<file path="src/rtl/pfsm_pkg.sv">
// ============================================================================
// pfsm_pkg
// Types and codes shared by the parent failover controller.
// ============================================================================
package pfsm_pkg;

    localparam int unsigned CFG_IDX_W = 4;
    localparam int unsigned CFG_DAT_W = 32;

    localparam logic [CFG_IDX_W-1:0] REG_HOLD_DOWN   = CFG_IDX_W'(0);
    localparam logic [CFG_IDX_W-1:0] REG_ELIG_DELAY  = CFG_IDX_W'(1);
    localparam logic [CFG_IDX_W-1:0] REG_PREF_TMO    = CFG_IDX_W'(2);
    localparam logic [CFG_IDX_W-1:0] REG_STABILIZE   = CFG_IDX_W'(3);

    localparam logic [31:0] HOLD_DOWN_RST  = 32'd30000;
    localparam logic [31:0] ELIG_DELAY_RST = 32'd10000;
    localparam logic [31:0] PREF_TMO_RST   = 32'd15000;
    localparam logic [31:0] STABILIZE_RST  = 32'd30000;

    localparam logic [15:0] NO_ADDR     = 16'hffff;
    localparam logic [15:0] ALT_NO_ADDR = 16'hfffe;

    typedef enum logic [3:0] {
        M_BOOT   = 4'd0,
        M_ATTACH = 4'd1,
        M_NOSTBY = 4'd2,
        M_WARM   = 4'd3,
        M_ELIG   = 4'd4,
        M_TRIG   = 4'd5,
        M_PREF   = 4'd6,
        M_GEN    = 4'd7,
        M_STAB   = 4'd8
    } mode_t;

    localparam logic [1:0] KIND_NONE    = 2'd0;
    localparam logic [1:0] KIND_PREF    = 2'd1;
    localparam logic [1:0] KIND_GENERIC = 2'd2;

    localparam logic [1:0] RSN_NONE       = 2'd0;
    localparam logic [1:0] RSN_NO_STANDBY = 2'd1;
    localparam logic [1:0] RSN_PREF_MISS  = 2'd2;
    localparam logic [1:0] RSN_PREF_TMO   = 2'd3;

    localparam logic [1:0] OC_NONE    = 2'd0;
    localparam logic [1:0] OC_SUCCESS = 2'd1;
    localparam logic [1:0] OC_MISS    = 2'd2;
    localparam logic [1:0] OC_TIMEOUT = 2'd3;

    typedef struct packed {
        logic [31:0] now_ms;
        logic        attached_child;
        logic        standby_ok;
        logic        health_fail;
        logic        health_degrade;
        logic [15:0] attached_parent;
        logic [15:0] standby_parent;
    } in_t;

    typedef struct packed {
        logic [1:0]  action_kind;
        logic [1:0]  action_reason;
        logic [15:0] action_target;
        logic [15:0] action_parent;
        logic [3:0]  state_now;
        logic [31:0] failovers_done;
        logic [31:0] preferred_attempts;
        logic [31:0] preferred_successes;
        logic [31:0] preferred_misses;
        logic [1:0]  last_outcome;
        logic [15:0] last_target;
        logic [31:0] outcome_events;
    } out_t;

endpackage

</file>
<file path="src/rtl/parent_failover_state_machine_top.sv">
// ============================================================================
// parent_failover_state_machine_top
// Parent failover controller: one evaluation beat in, one result beat out.
// ============================================================================
//
//  channel | ports                              | direction | payload
//  --------+------------------------------------+-----------+------------------
//  input   | s_valid  s_ready  s_data           | in        | in_t event
//  result  | m_valid  m_ready  m_data           | out       | out_t result
//  config  | cfg_valid cfg_ready cfg_index cfg_data | in    | 32-bit register
//
//  Two register stages: an input register and a result register, with the
//  whole mode/counter update as combinational logic between them. One beat
//  per cycle sustained while the result channel is not stalled.
//  A stalled result holds the result register; the input register keeps
//  taking a beat while it is empty or moving on. Reset (aresetn low,
//  synchronous) empties both stages and restores modes, counters and config
//  registers. Config writes are always taken (cfg_ready high); unknown
//  indices are dropped.
//
module parent_failover_state_machine_top
    import pfsm_pkg::*;
(
    input  logic                 aclk,
    input  logic                 aresetn,

    input  logic                 s_valid,
    output logic                 s_ready,
    input  in_t                  s_data,

    output logic                 m_valid,
    input  logic                 m_ready,
    output out_t                 m_data,

    input  logic                 cfg_valid,
    output logic                 cfg_ready,
    input  logic [CFG_IDX_W-1:0] cfg_index,
    input  logic [CFG_DAT_W-1:0] cfg_data
);

    // ---- configuration registers ----
    logic [31:0] hold_down_reg, elig_delay_reg, pref_tmo_reg, stabilize_reg;

    assign cfg_ready = 1'b1;

    always_ff @(posedge aclk) begin
        if (!aresetn) begin
            hold_down_reg  <= HOLD_DOWN_RST;
            elig_delay_reg <= ELIG_DELAY_RST;
            pref_tmo_reg   <= PREF_TMO_RST;
            stabilize_reg  <= STABILIZE_RST;
        end else if (cfg_valid) begin
            unique case (cfg_index)
                REG_HOLD_DOWN:  hold_down_reg  <= cfg_data;
                REG_ELIG_DELAY: elig_delay_reg <= cfg_data;
                REG_PREF_TMO:   pref_tmo_reg   <= cfg_data;
                REG_STABILIZE:  stabilize_reg  <= cfg_data;
                default: ;
            endcase
        end
    end

    // ---- pipeline handshake ----
    logic in_valid_reg;
    in_t  in_reg;
    logic advance;     // evaluation stage retires its beat into the result reg

    assign advance = in_valid_reg && (!m_valid || m_ready);
    assign s_ready = !in_valid_reg || advance;

    always_ff @(posedge aclk) begin
        if (!aresetn) begin
            in_valid_reg <= 1'b0;
        end else if (s_ready) begin
            in_valid_reg <= s_valid;
        end
    end

    always_ff @(posedge aclk) begin
        if (s_ready && s_valid) begin
            in_reg <= s_data;
        end
    end

    // ---- controller state ----
    mode_t       mode_reg, mode_next;
    logic [31:0] entered_at_reg, entered_at_next;
    logic [31:0] last_fo_reg, last_fo_next;
    logic [31:0] elig_since_reg, elig_since_next;
    logic [15:0] cur_target_reg, cur_target_next;
    logic [31:0] fo_tally_reg, fo_tally_next;
    logic [31:0] att_tally_reg, att_tally_next;
    logic [31:0] succ_tally_reg, succ_tally_next;
    logic [31:0] miss_tally_reg, miss_tally_next;
    logic [1:0]  oc_code_reg, oc_code_next;
    logic [15:0] oc_target_reg, oc_target_next;
    logic [31:0] oc_tally_reg, oc_tally_next;

    // interval checks, all modulo 2^32
    logic [31:0] now;
    logic        att, sb, hf, hd, known, par_match;
    logic        hold_over, elig_over, pref_over, stab_over;

    assign now       = in_reg.now_ms;
    assign att       = in_reg.attached_child;
    assign sb        = in_reg.standby_ok;
    assign hf        = in_reg.health_fail;
    assign hd        = in_reg.health_degrade;
    assign known     = (in_reg.attached_parent != NO_ADDR) &&
                       (in_reg.attached_parent != ALT_NO_ADDR);
    assign par_match = (in_reg.attached_parent == cur_target_reg);
    assign hold_over = (now - last_fo_reg)    >= hold_down_reg;
    assign elig_over = (now - elig_since_reg) >= elig_delay_reg;
    assign pref_over = (now - entered_at_reg) >= pref_tmo_reg;
    assign stab_over = (now - entered_at_reg) >= stabilize_reg;

    // next mode
    always_comb begin
        mode_next = mode_reg;
        unique case (mode_reg)
            M_BOOT:   mode_next = M_ATTACH;
            M_ATTACH: if (att) mode_next = sb ? M_WARM : M_NOSTBY;
            M_NOSTBY: begin
                if (!att)                  mode_next = M_ATTACH;
                else if (sb)               mode_next = M_WARM;
                else if (hf && hold_over)  mode_next = M_TRIG;
            end
            M_WARM: begin
                if (!att)                  mode_next = M_ATTACH;
                else if (!sb)              mode_next = M_NOSTBY;
                else if (hf && hold_over)  mode_next = M_TRIG;
                else if (hd && hold_over)  mode_next = M_ELIG;
            end
            M_ELIG: begin
                if (!att)                  mode_next = M_ATTACH;
                else if (!hd)              mode_next = sb ? M_WARM : M_NOSTBY;
                else if (elig_over)        mode_next = M_TRIG;
            end
            M_TRIG:   mode_next = sb ? M_PREF : M_GEN;
            M_PREF: begin
                if (att && known && par_match) mode_next = M_STAB;
                else if (att && known)         mode_next = M_GEN;
                else if (pref_over)            mode_next = M_GEN;
            end
            M_GEN:    if (att) mode_next = M_STAB;
            M_STAB: begin
                if (!att)                  mode_next = M_ATTACH;
                else if (stab_over)        mode_next = sb ? M_WARM : M_NOSTBY;
            end
            default:  mode_next = M_BOOT;
        endcase
    end

    // action, counters and stamps
    logic [1:0]  kind, reason;
    logic [15:0] atarget, aparent;

    always_comb begin
        kind            = KIND_NONE;
        reason          = RSN_NONE;
        atarget         = NO_ADDR;
        aparent         = NO_ADDR;
        entered_at_next = entered_at_reg;
        last_fo_next    = last_fo_reg;
        elig_since_next = elig_since_reg;
        cur_target_next = cur_target_reg;
        fo_tally_next   = fo_tally_reg;
        att_tally_next  = att_tally_reg;
        succ_tally_next = succ_tally_reg;
        miss_tally_next = miss_tally_reg;
        oc_code_next    = oc_code_reg;
        oc_target_next  = oc_target_reg;
        oc_tally_next   = oc_tally_reg;

        // every real mode change restamps the entry time
        if (mode_next != mode_reg) entered_at_next = now;

        unique case (mode_reg)
            M_WARM: if (mode_next == M_ELIG) elig_since_next = now;
            M_TRIG: begin
                if (sb) begin
                    att_tally_next  = att_tally_reg + 32'd1;
                    cur_target_next = in_reg.standby_parent;
                    kind            = KIND_PREF;
                    atarget         = in_reg.standby_parent;
                end else begin
                    kind   = KIND_GENERIC;
                    reason = RSN_NO_STANDBY;
                end
            end
            M_PREF: begin
                if (att && known && par_match) begin
                    last_fo_next    = now;
                    fo_tally_next   = fo_tally_reg + 32'd1;
                    succ_tally_next = succ_tally_reg + 32'd1;
                    oc_code_next    = OC_SUCCESS;
                    oc_target_next  = cur_target_reg;
                    oc_tally_next   = oc_tally_reg + 32'd1;
                    cur_target_next = NO_ADDR;
                end else if ((att && known) || pref_over) begin
                    // miss, or timeout (a timeout while attached counts as a miss)
                    miss_tally_next = miss_tally_reg + 32'd1;
                    oc_target_next  = cur_target_reg;
                    oc_tally_next   = oc_tally_reg + 32'd1;
                    kind            = KIND_GENERIC;
                    atarget         = cur_target_reg;
                    cur_target_next = NO_ADDR;
                    if (att && known) begin
                        aparent = in_reg.attached_parent;
                    end
                    if (!att) begin
                        oc_code_next = OC_TIMEOUT;
                        reason       = RSN_PREF_TMO;
                    end else begin
                        oc_code_next = OC_MISS;
                        reason       = RSN_PREF_MISS;
                    end
                end
            end
            M_GEN: begin
                if (att) begin
                    last_fo_next  = now;
                    fo_tally_next = fo_tally_reg + 32'd1;
                end
            end
            default: ;
        endcase
    end

    always_ff @(posedge aclk) begin
        if (!aresetn) begin
            mode_reg       <= M_BOOT;
            entered_at_reg <= '0;
            last_fo_reg    <= '0;
            elig_since_reg <= '0;
            cur_target_reg <= NO_ADDR;
            fo_tally_reg   <= '0;
            att_tally_reg  <= '0;
            succ_tally_reg <= '0;
            miss_tally_reg <= '0;
            oc_code_reg    <= OC_NONE;
            oc_target_reg  <= NO_ADDR;
            oc_tally_reg   <= '0;
        end else if (advance) begin
            mode_reg       <= mode_next;
            entered_at_reg <= entered_at_next;
            last_fo_reg    <= last_fo_next;
            elig_since_reg <= elig_since_next;
            cur_target_reg <= cur_target_next;
            fo_tally_reg   <= fo_tally_next;
            att_tally_reg  <= att_tally_next;
            succ_tally_reg <= succ_tally_next;
            miss_tally_reg <= miss_tally_next;
            oc_code_reg    <= oc_code_next;
            oc_target_reg  <= oc_target_next;
            oc_tally_reg   <= oc_tally_next;
        end
    end

    // ---- result register ----
    out_t res_next;

    always_comb begin
        res_next.action_kind         = kind;
        res_next.action_reason       = reason;
        res_next.action_target       = atarget;
        res_next.action_parent       = aparent;
        res_next.state_now           = mode_next;
        res_next.failovers_done      = fo_tally_next;
        res_next.preferred_attempts  = att_tally_next;
        res_next.preferred_successes = succ_tally_next;
        res_next.preferred_misses    = miss_tally_next;
        res_next.last_outcome        = oc_code_next;
        res_next.last_target         = oc_target_next;
        res_next.outcome_events      = oc_tally_next;
    end

    always_ff @(posedge aclk) begin
        if (!aresetn) begin
            m_valid <= 1'b0;
        end else if (advance) begin
            m_valid <= 1'b1;
        end else if (m_ready) begin
            m_valid <= 1'b0;
        end
    end

    always_ff @(posedge aclk) begin
        if (advance) begin
            m_data <= res_next;
        end
    end

endmodule

</file>
<file path="config.mk">
export PLATFORM = sky130hd
export DESIGN_NAME = parent_failover_state_machine_top
export DESIGN_NICKNAME = d
export VERILOG_FILES = /design/src/rtl/pfsm_pkg.sv /design/src/rtl/parent_failover_state_machine_top.sv
export SDC_FILE = /design/constraint.sdc
export NUM_CORES = 2
export LEC_CHECK = 0
export CAP_MARGIN = 30
export CORE_UTILIZATION = 50
export CTS_CLUSTER_DIAMETER = 120
export DETAILED_ROUTE_END_ITERATION = 10
export DONT_BUFFER_PORTS = 1
export GPL_TIMING_DRIVEN = 0
export MAX_ROUTING_LAYER = met4
export PLACE_DENSITY = 0.68
export SLEW_MARGIN = 20
export SYNTH_ARGS = -nofsm -noshare
export SYNTH_HDL_FRONTEND = slang
export SYNTH_SLANG_ARGS = --single-unit
</file>
<file path="constraint.sdc">
create_clock -name aclk -period 14.4 [get_ports aclk]
set_input_delay 3.6 -clock aclk [delete_from_list [all_inputs] [get_ports aclk]]
set_output_delay 3.6 -clock aclk [all_outputs]
set_load 0.05 [all_outputs]
</file>
Word level (Yosys, flattened, before mapping)
Cells that the tools add are included.
{"block": "totals", "ff_bits": 710, "latch_bits": 0, "ramBits": 0, "mem_bits_ro": 0, "inputBits": 109, "out_inout_bits": 221, "wordCells": 159, "n_memories": 0}
{"block": "op_classes", "add_sub_neg": 8, "n_mul": 0, "n_div": 0, "order_cmp": 4, "eq_ne": 20, "n_shift": 0, "mux": 61, "bitwise_logic": 3, "reduce_logical": 26}
{"op": "two-way mux 32 bit", "count": 14}
{"op": "adder 32 x 1 -> 32 bit, second input constant", "count": 5}
{"op": "two-way mux 16 bit", "count": 9}
{"op": ">= comparator 32 bit", "count": 4}
{"op": "case mux 32 bit (2 select lines)", "count": 2}
{"op": "subtractor 32 bit", "count": 3}
{"op": "two-way mux 4 bit", "count": 17}
{"op": "case mux 16 bit (2 select lines)", "count": 2}
{"op": "case mux 4 bit (9 select lines)", "count": 1}
{"op": "inequality test 16 bit, second input constant", "count": 2}
{"op": "== test 4 x 3 -> 1 bit, second input constant", "count": 5}
{"op": "== test 16 bit", "count": 1}
{"op": "== test 4 x 2 -> 1 bit, second input constant", "count": 4}
{"op": "two-way mux 2 bit", "count": 8}
{"op": "AND reduction 2 bit", "count": 5}
{"op": "== test 4 x 1 -> 1 bit, second input constant", "count": 2}
{"op": "logical NOT 4 bit", "count": 2}
{"op": "case mux 2 bit (2 select lines)", "count": 2}
{"op": "AND reduction 4 bit", "count": 2}
{"op": "logical AND 1 bit", "count": 7}
{"op": "two-way mux 1 bit", "count": 6}
{"op": "inequality test 2 bit, second input constant", "count": 3}
{"op": "nonzero test 2 bit", "count": 3}
{"op": "== test 4 bit, second input constant", "count": 1}
{"op": "other kinds (7)", "count": 12}

Logic depth before layout (Yosys ltp)
{"block": "logic_depth", "word_depth": 10, "mapped_depth": 28}

Worst setup path after synthesis
OpenSTA, ideal clock, no wires.
{"block": "synth_timing", "kind": "input to register", "from": "input port m_ready", "to": "register m_data[0] in the netlist's numbering, enable pin", "arrival_ps": 10668, "setup_slack_ps": 3066, "cell_stages": 7, "n_path_buf": 4, "cell_sequence": "nor2b_1 nand2b_1 clkbuf_1 inv_1 clkbuf_1 clkbuf_1 buf_1"}
{"block": "synth_via", "elab_chain_cells": 2}
{"element": "start, declared", "line_no": "parent_failover_state_machine_top.sv:32", "rtl": "input logic m_ready,"}
{"element": "logical OR 1 bit", "line_no": "parent_failover_state_machine_top.sv:68", "rtl": "assign advance = in_valid_reg && (!m_valid || m_ready);"}
{"element": "logical AND 1 bit", "line_no": "parent_failover_state_machine_top.sv:68"}
{"element": "via advance", "line_no": "parent_failover_state_machine_top.sv:66", "rtl": "logic advance;"}
{"element": "end signal, assigned", "line_no": "parent_failover_state_machine_top.sv:290", "rtl": "m_data <= res_next;"}
{"element": "end, declared", "line_no": "parent_failover_state_machine_top.sv:33", "rtl": "output out_t m_data,"}
The timed path passes the listed nets, and every way through them passes these cells.
A chain may end at the register's enable or synchronous reset.

Worst setup path after layout
{"block": "layout_timing", "from": "input port m_ready", "to": "output port s_ready"}
{"block": "layout_via", "elab_chain_cells": 3}
{"element": "logical OR 1 bit", "line_no": "parent_failover_state_machine_top.sv:68"}
{"element": "logical AND 1 bit", "line_no": "parent_failover_state_machine_top.sv:68"}
{"element": "logical OR 1 bit", "line_no": "parent_failover_state_machine_top.sv:69", "rtl": "assign s_ready = !in_valid_reg || advance;"}
{"element": "end, declared", "line_no": "parent_failover_state_machine_top.sv:28", "rtl": "output logic s_ready,"}
Every way passes these cells.

==> impl_metrics.toml <==
[run_status]
status = "finished clean"

[clock_tree]
cts_buffers = 78
clock_path_buffers = 3
postCtsSetupRepairBufs = 0
cts_resized = 0
clock-sinks = 710
htreeDepth = 3
clk-insertion-delay-late_ns = 0.64
postCtsHoldBufs = 0
tritoncts = "yes"
clockRootBuffer = "clkbuf_16"
cts.clk_slew.worst_paths_ns = 0.06

[layout]
fin_cells = 5099
multiInputGateArea_um2 = 18050
regArea_um2 = 17080
largest_reg_flops = 218
final_core_util_pct = 56.08
fill_cells = 6469
area_growth_pct = 11.04
stdcell_area_um2 = 40850
nets = 4411
largest_register = "m_data"
layout-drive-gt1-share_pct = 5.247

[detailed_routing]
drc = 0
detail_route.first_pass.iterations = 6
drt-total-wl_um = 102300
wl_per_cell_um = 20.07
post_drt_via_cell_ratio = 5.613
detail-route-antenna-nets = 0
drtIter0Drc = 2047
vias = 28619

[timing]
slew_viol_final = 0
tightest_slew_ns = 1.034
rsz0062_at_grt = "no"
finalClockSkew_ns = 0.02985
min_period_over_period_pct = 53.77
maxSlewHeadroom_pct = 31.05
finalSetupViolCount = 0
post-route-min-period_ns = 7.743
hold_ws_ns = 0.4536
max_freq_ghz = 0.1291
hold_violations = 0

[power_and_ir_drop]
internal-power_w = 0.003535
p_total_w = 0.004878
max-vdd-ir-drop_mv = 0.1115
seqPwrFrac_pct = 46.9
p_leak_nw = 14.63
switching_share_pct = 27.54
pwr-share-comb_pct = 12.1
switchingPower_w = 0.001343
power.density_nw_per_um2 = 119.4
clkPwrFrac_pct = 41.1

[critical_path]
required_ns = 10.80
cp_cell_sequence = "nor2b_1 > nand2_1"
start_kind = "input port"
crit_end = "s_ready"
r2r_slack_ns = 6.73
max_stage_delay_ns = 0.36
path_depth = 2
startpoint = "m_ready"
ff2ff_path_depth = 25
slowest_stage = "nand2_1"
worst-path-buf-inv = 0
end_kind = "output pin"
cp_max_fo = 4
rr_startpoint = "now[0]"
rr_endpoint = "entered_at_reg[30]"
crit_family = "simple AND/OR/NAND/NOR gates"
path_class = "input port to output pin"
cp.arrival_ns = 4.14

[die]
dieWidth_um = 273.3
start_util_pct = 50.51
rows = 99
die_h_um = 273.3
core_um2 = 72830
io_pins = 330
die_area_um2 = 74670

[synthesis]
synth_edf_count = 286
ys_types = 83
synth_fp_nets = 4312
synth_ff_type = "dfxtp_1"
synth_area_per_cell_um2 = 9.257
yosys_warnings = 0
synthArstFlopShare_pct = 0
syn_area_um2 = 36790
ys_ff_latch = 710
synth-seq-area-share_pct = 46.42
netlist_instances = 3974

[global_route]
grt_use_total_pct = 27.83
grt_max_degree = 49
grt-ovfl-total = 0
grt_pass1_wl_um = 155500
grt_pass1_vias = 27259
antenna_found_initial = 5

[place]
place.port_buffers = 0
placed_area_um2 = 38260
post-dp-hpwl_um = 78510
place.gp.congestion = 0.9316
dp_cells = 4948

[hold_path]
hp-class = "register to register"

[run]
drv_cap = 0
## power groups by stage
stage	Sequential, W	Clock [W]	Combinational, W
3_3_place_gp	0.00234	0	0.000561
3_5_place_dp	0.00233	0	0.000582
5_1_grt	0.00229	0.00210	0.000663
6_report	0.00229	0.00200	0.000588
2_1_floorplan	0.00232	0	0.000421
4_1_cts	0.00229	0.00203	0.000584
## worst min-delay path by stage
stage / start / end / slack, ns / cells after the start
after CTS: stabilize_reg[20] / stabilize_reg[20] / 0.46 / 2
after global routing: stabilize_reg[6] / stabilize_reg[6] / 0.46 / 2
after detailed placement: stabilize_reg[20] / stabilize_reg[20] / 0.45 / 2
after floorplan: elig_delay_reg[11] / elig_delay_reg[11] / 0.44 / 2
final: pref_tmo_reg[29] / pref_tmo_reg[29] / 0.45 / 2
after global placement: stabilize_reg[25] / stabilize_reg[25] / 0.44 / 2
## through the flow
stage          TNS, ns  setup WS (ns)
6_report             0          6.657
4_1_cts              0          6.660
3_3_place_gp   -204.19        -0.9342
2_1_floorplan        0          3.066
5_1_grt              0          6.317
3_5_place_dp         0          6.395
## cells by family after synthesis
group                      count (synthesis)  share of synthesized area [%]
muxes                                     87                          2.428
adders and majority gates                230                          7.877
and+or+nand+nor                         1427                          17.89
buffers and inverters                    443                          4.578
xor gates and xnor gates                 375                          8.928
other                                      1                        0.01019
DFF                                      710                          46.42
AOI/OAI and AO/OA                        701                          11.87
## cell usage after synthesis, types with 22 or more instances
cell type	n	area, um2
or3_1	45	281.5
o211ai_1	34	255.2
nor4_1	24	150.1
nand3_1	143	715.7
a21oi_1	245	1226
nor2b_1	22	137.6
xor2_1	160	1401
o21ai_0	183	915.9
dfxtp_1	424	8488
a2bb2oi_1	32	280.3
clkbuf_1	156	585.6
inv_1	262	983.4
nand4_1	54	337.8
nor2_1	376	1411
nand2b_1	23	143.9
edfxtp_1	286	8588
ha_1	226	2828
mux2i_1	69	690.7
nor3_1	55	275.3
and3_1	68	425.4
or2_2	28	175.2
o311ai_0	33	289.0
a21o_1	41	307.8
xnor2_1	215	1883
nand2_1	524	1967
## layer usage
metal	vias to the layer above	wire length [um]	share of wire (%)	global-route usage (%)
met5	-	0	0	-
met1	13517	43620	43	34.40
met3	201	6329	6.2	4.404
met4	0	4174	4.1	11.01
li1	14021	-	-	-
met2	880	48220	47	45.48
## cell type report
class / count / share of cell area [%]
Multi-Input combinational cell: 2821 / 44.18
Sequential cell: 710 / 41.80
Clock buffer: 112 / 5.385
Tap cell: 959 / 2.937
Inverter: 264 / 2.426
Buffer: 179 / 1.703
Clock inverter: 31 / 0.8607
Timing Repair Buffer: 19 / 0.6769
Antenna cell: 4 / 0.02450
## layout by cell type (no fill, tap or decap), drive strengths merged, types with 33 or more instances in the layout
master / instances
buf: 40
a21oi: 245
or3: 45
nor2: 377
a21o: 41
mux2i: 69
inv: 268
o211ai: 34
xnor2: 215
o311ai: 33
edfxtp: 286
and3: 68
dfxtp: 424
nand2: 525
nand4: 56
xor2: 160
clkbuf: 270
nand3: 143
ha: 226
nor3: 60
o21ai: 184
No activity file was read; power rests on OpenSTA's default activity.
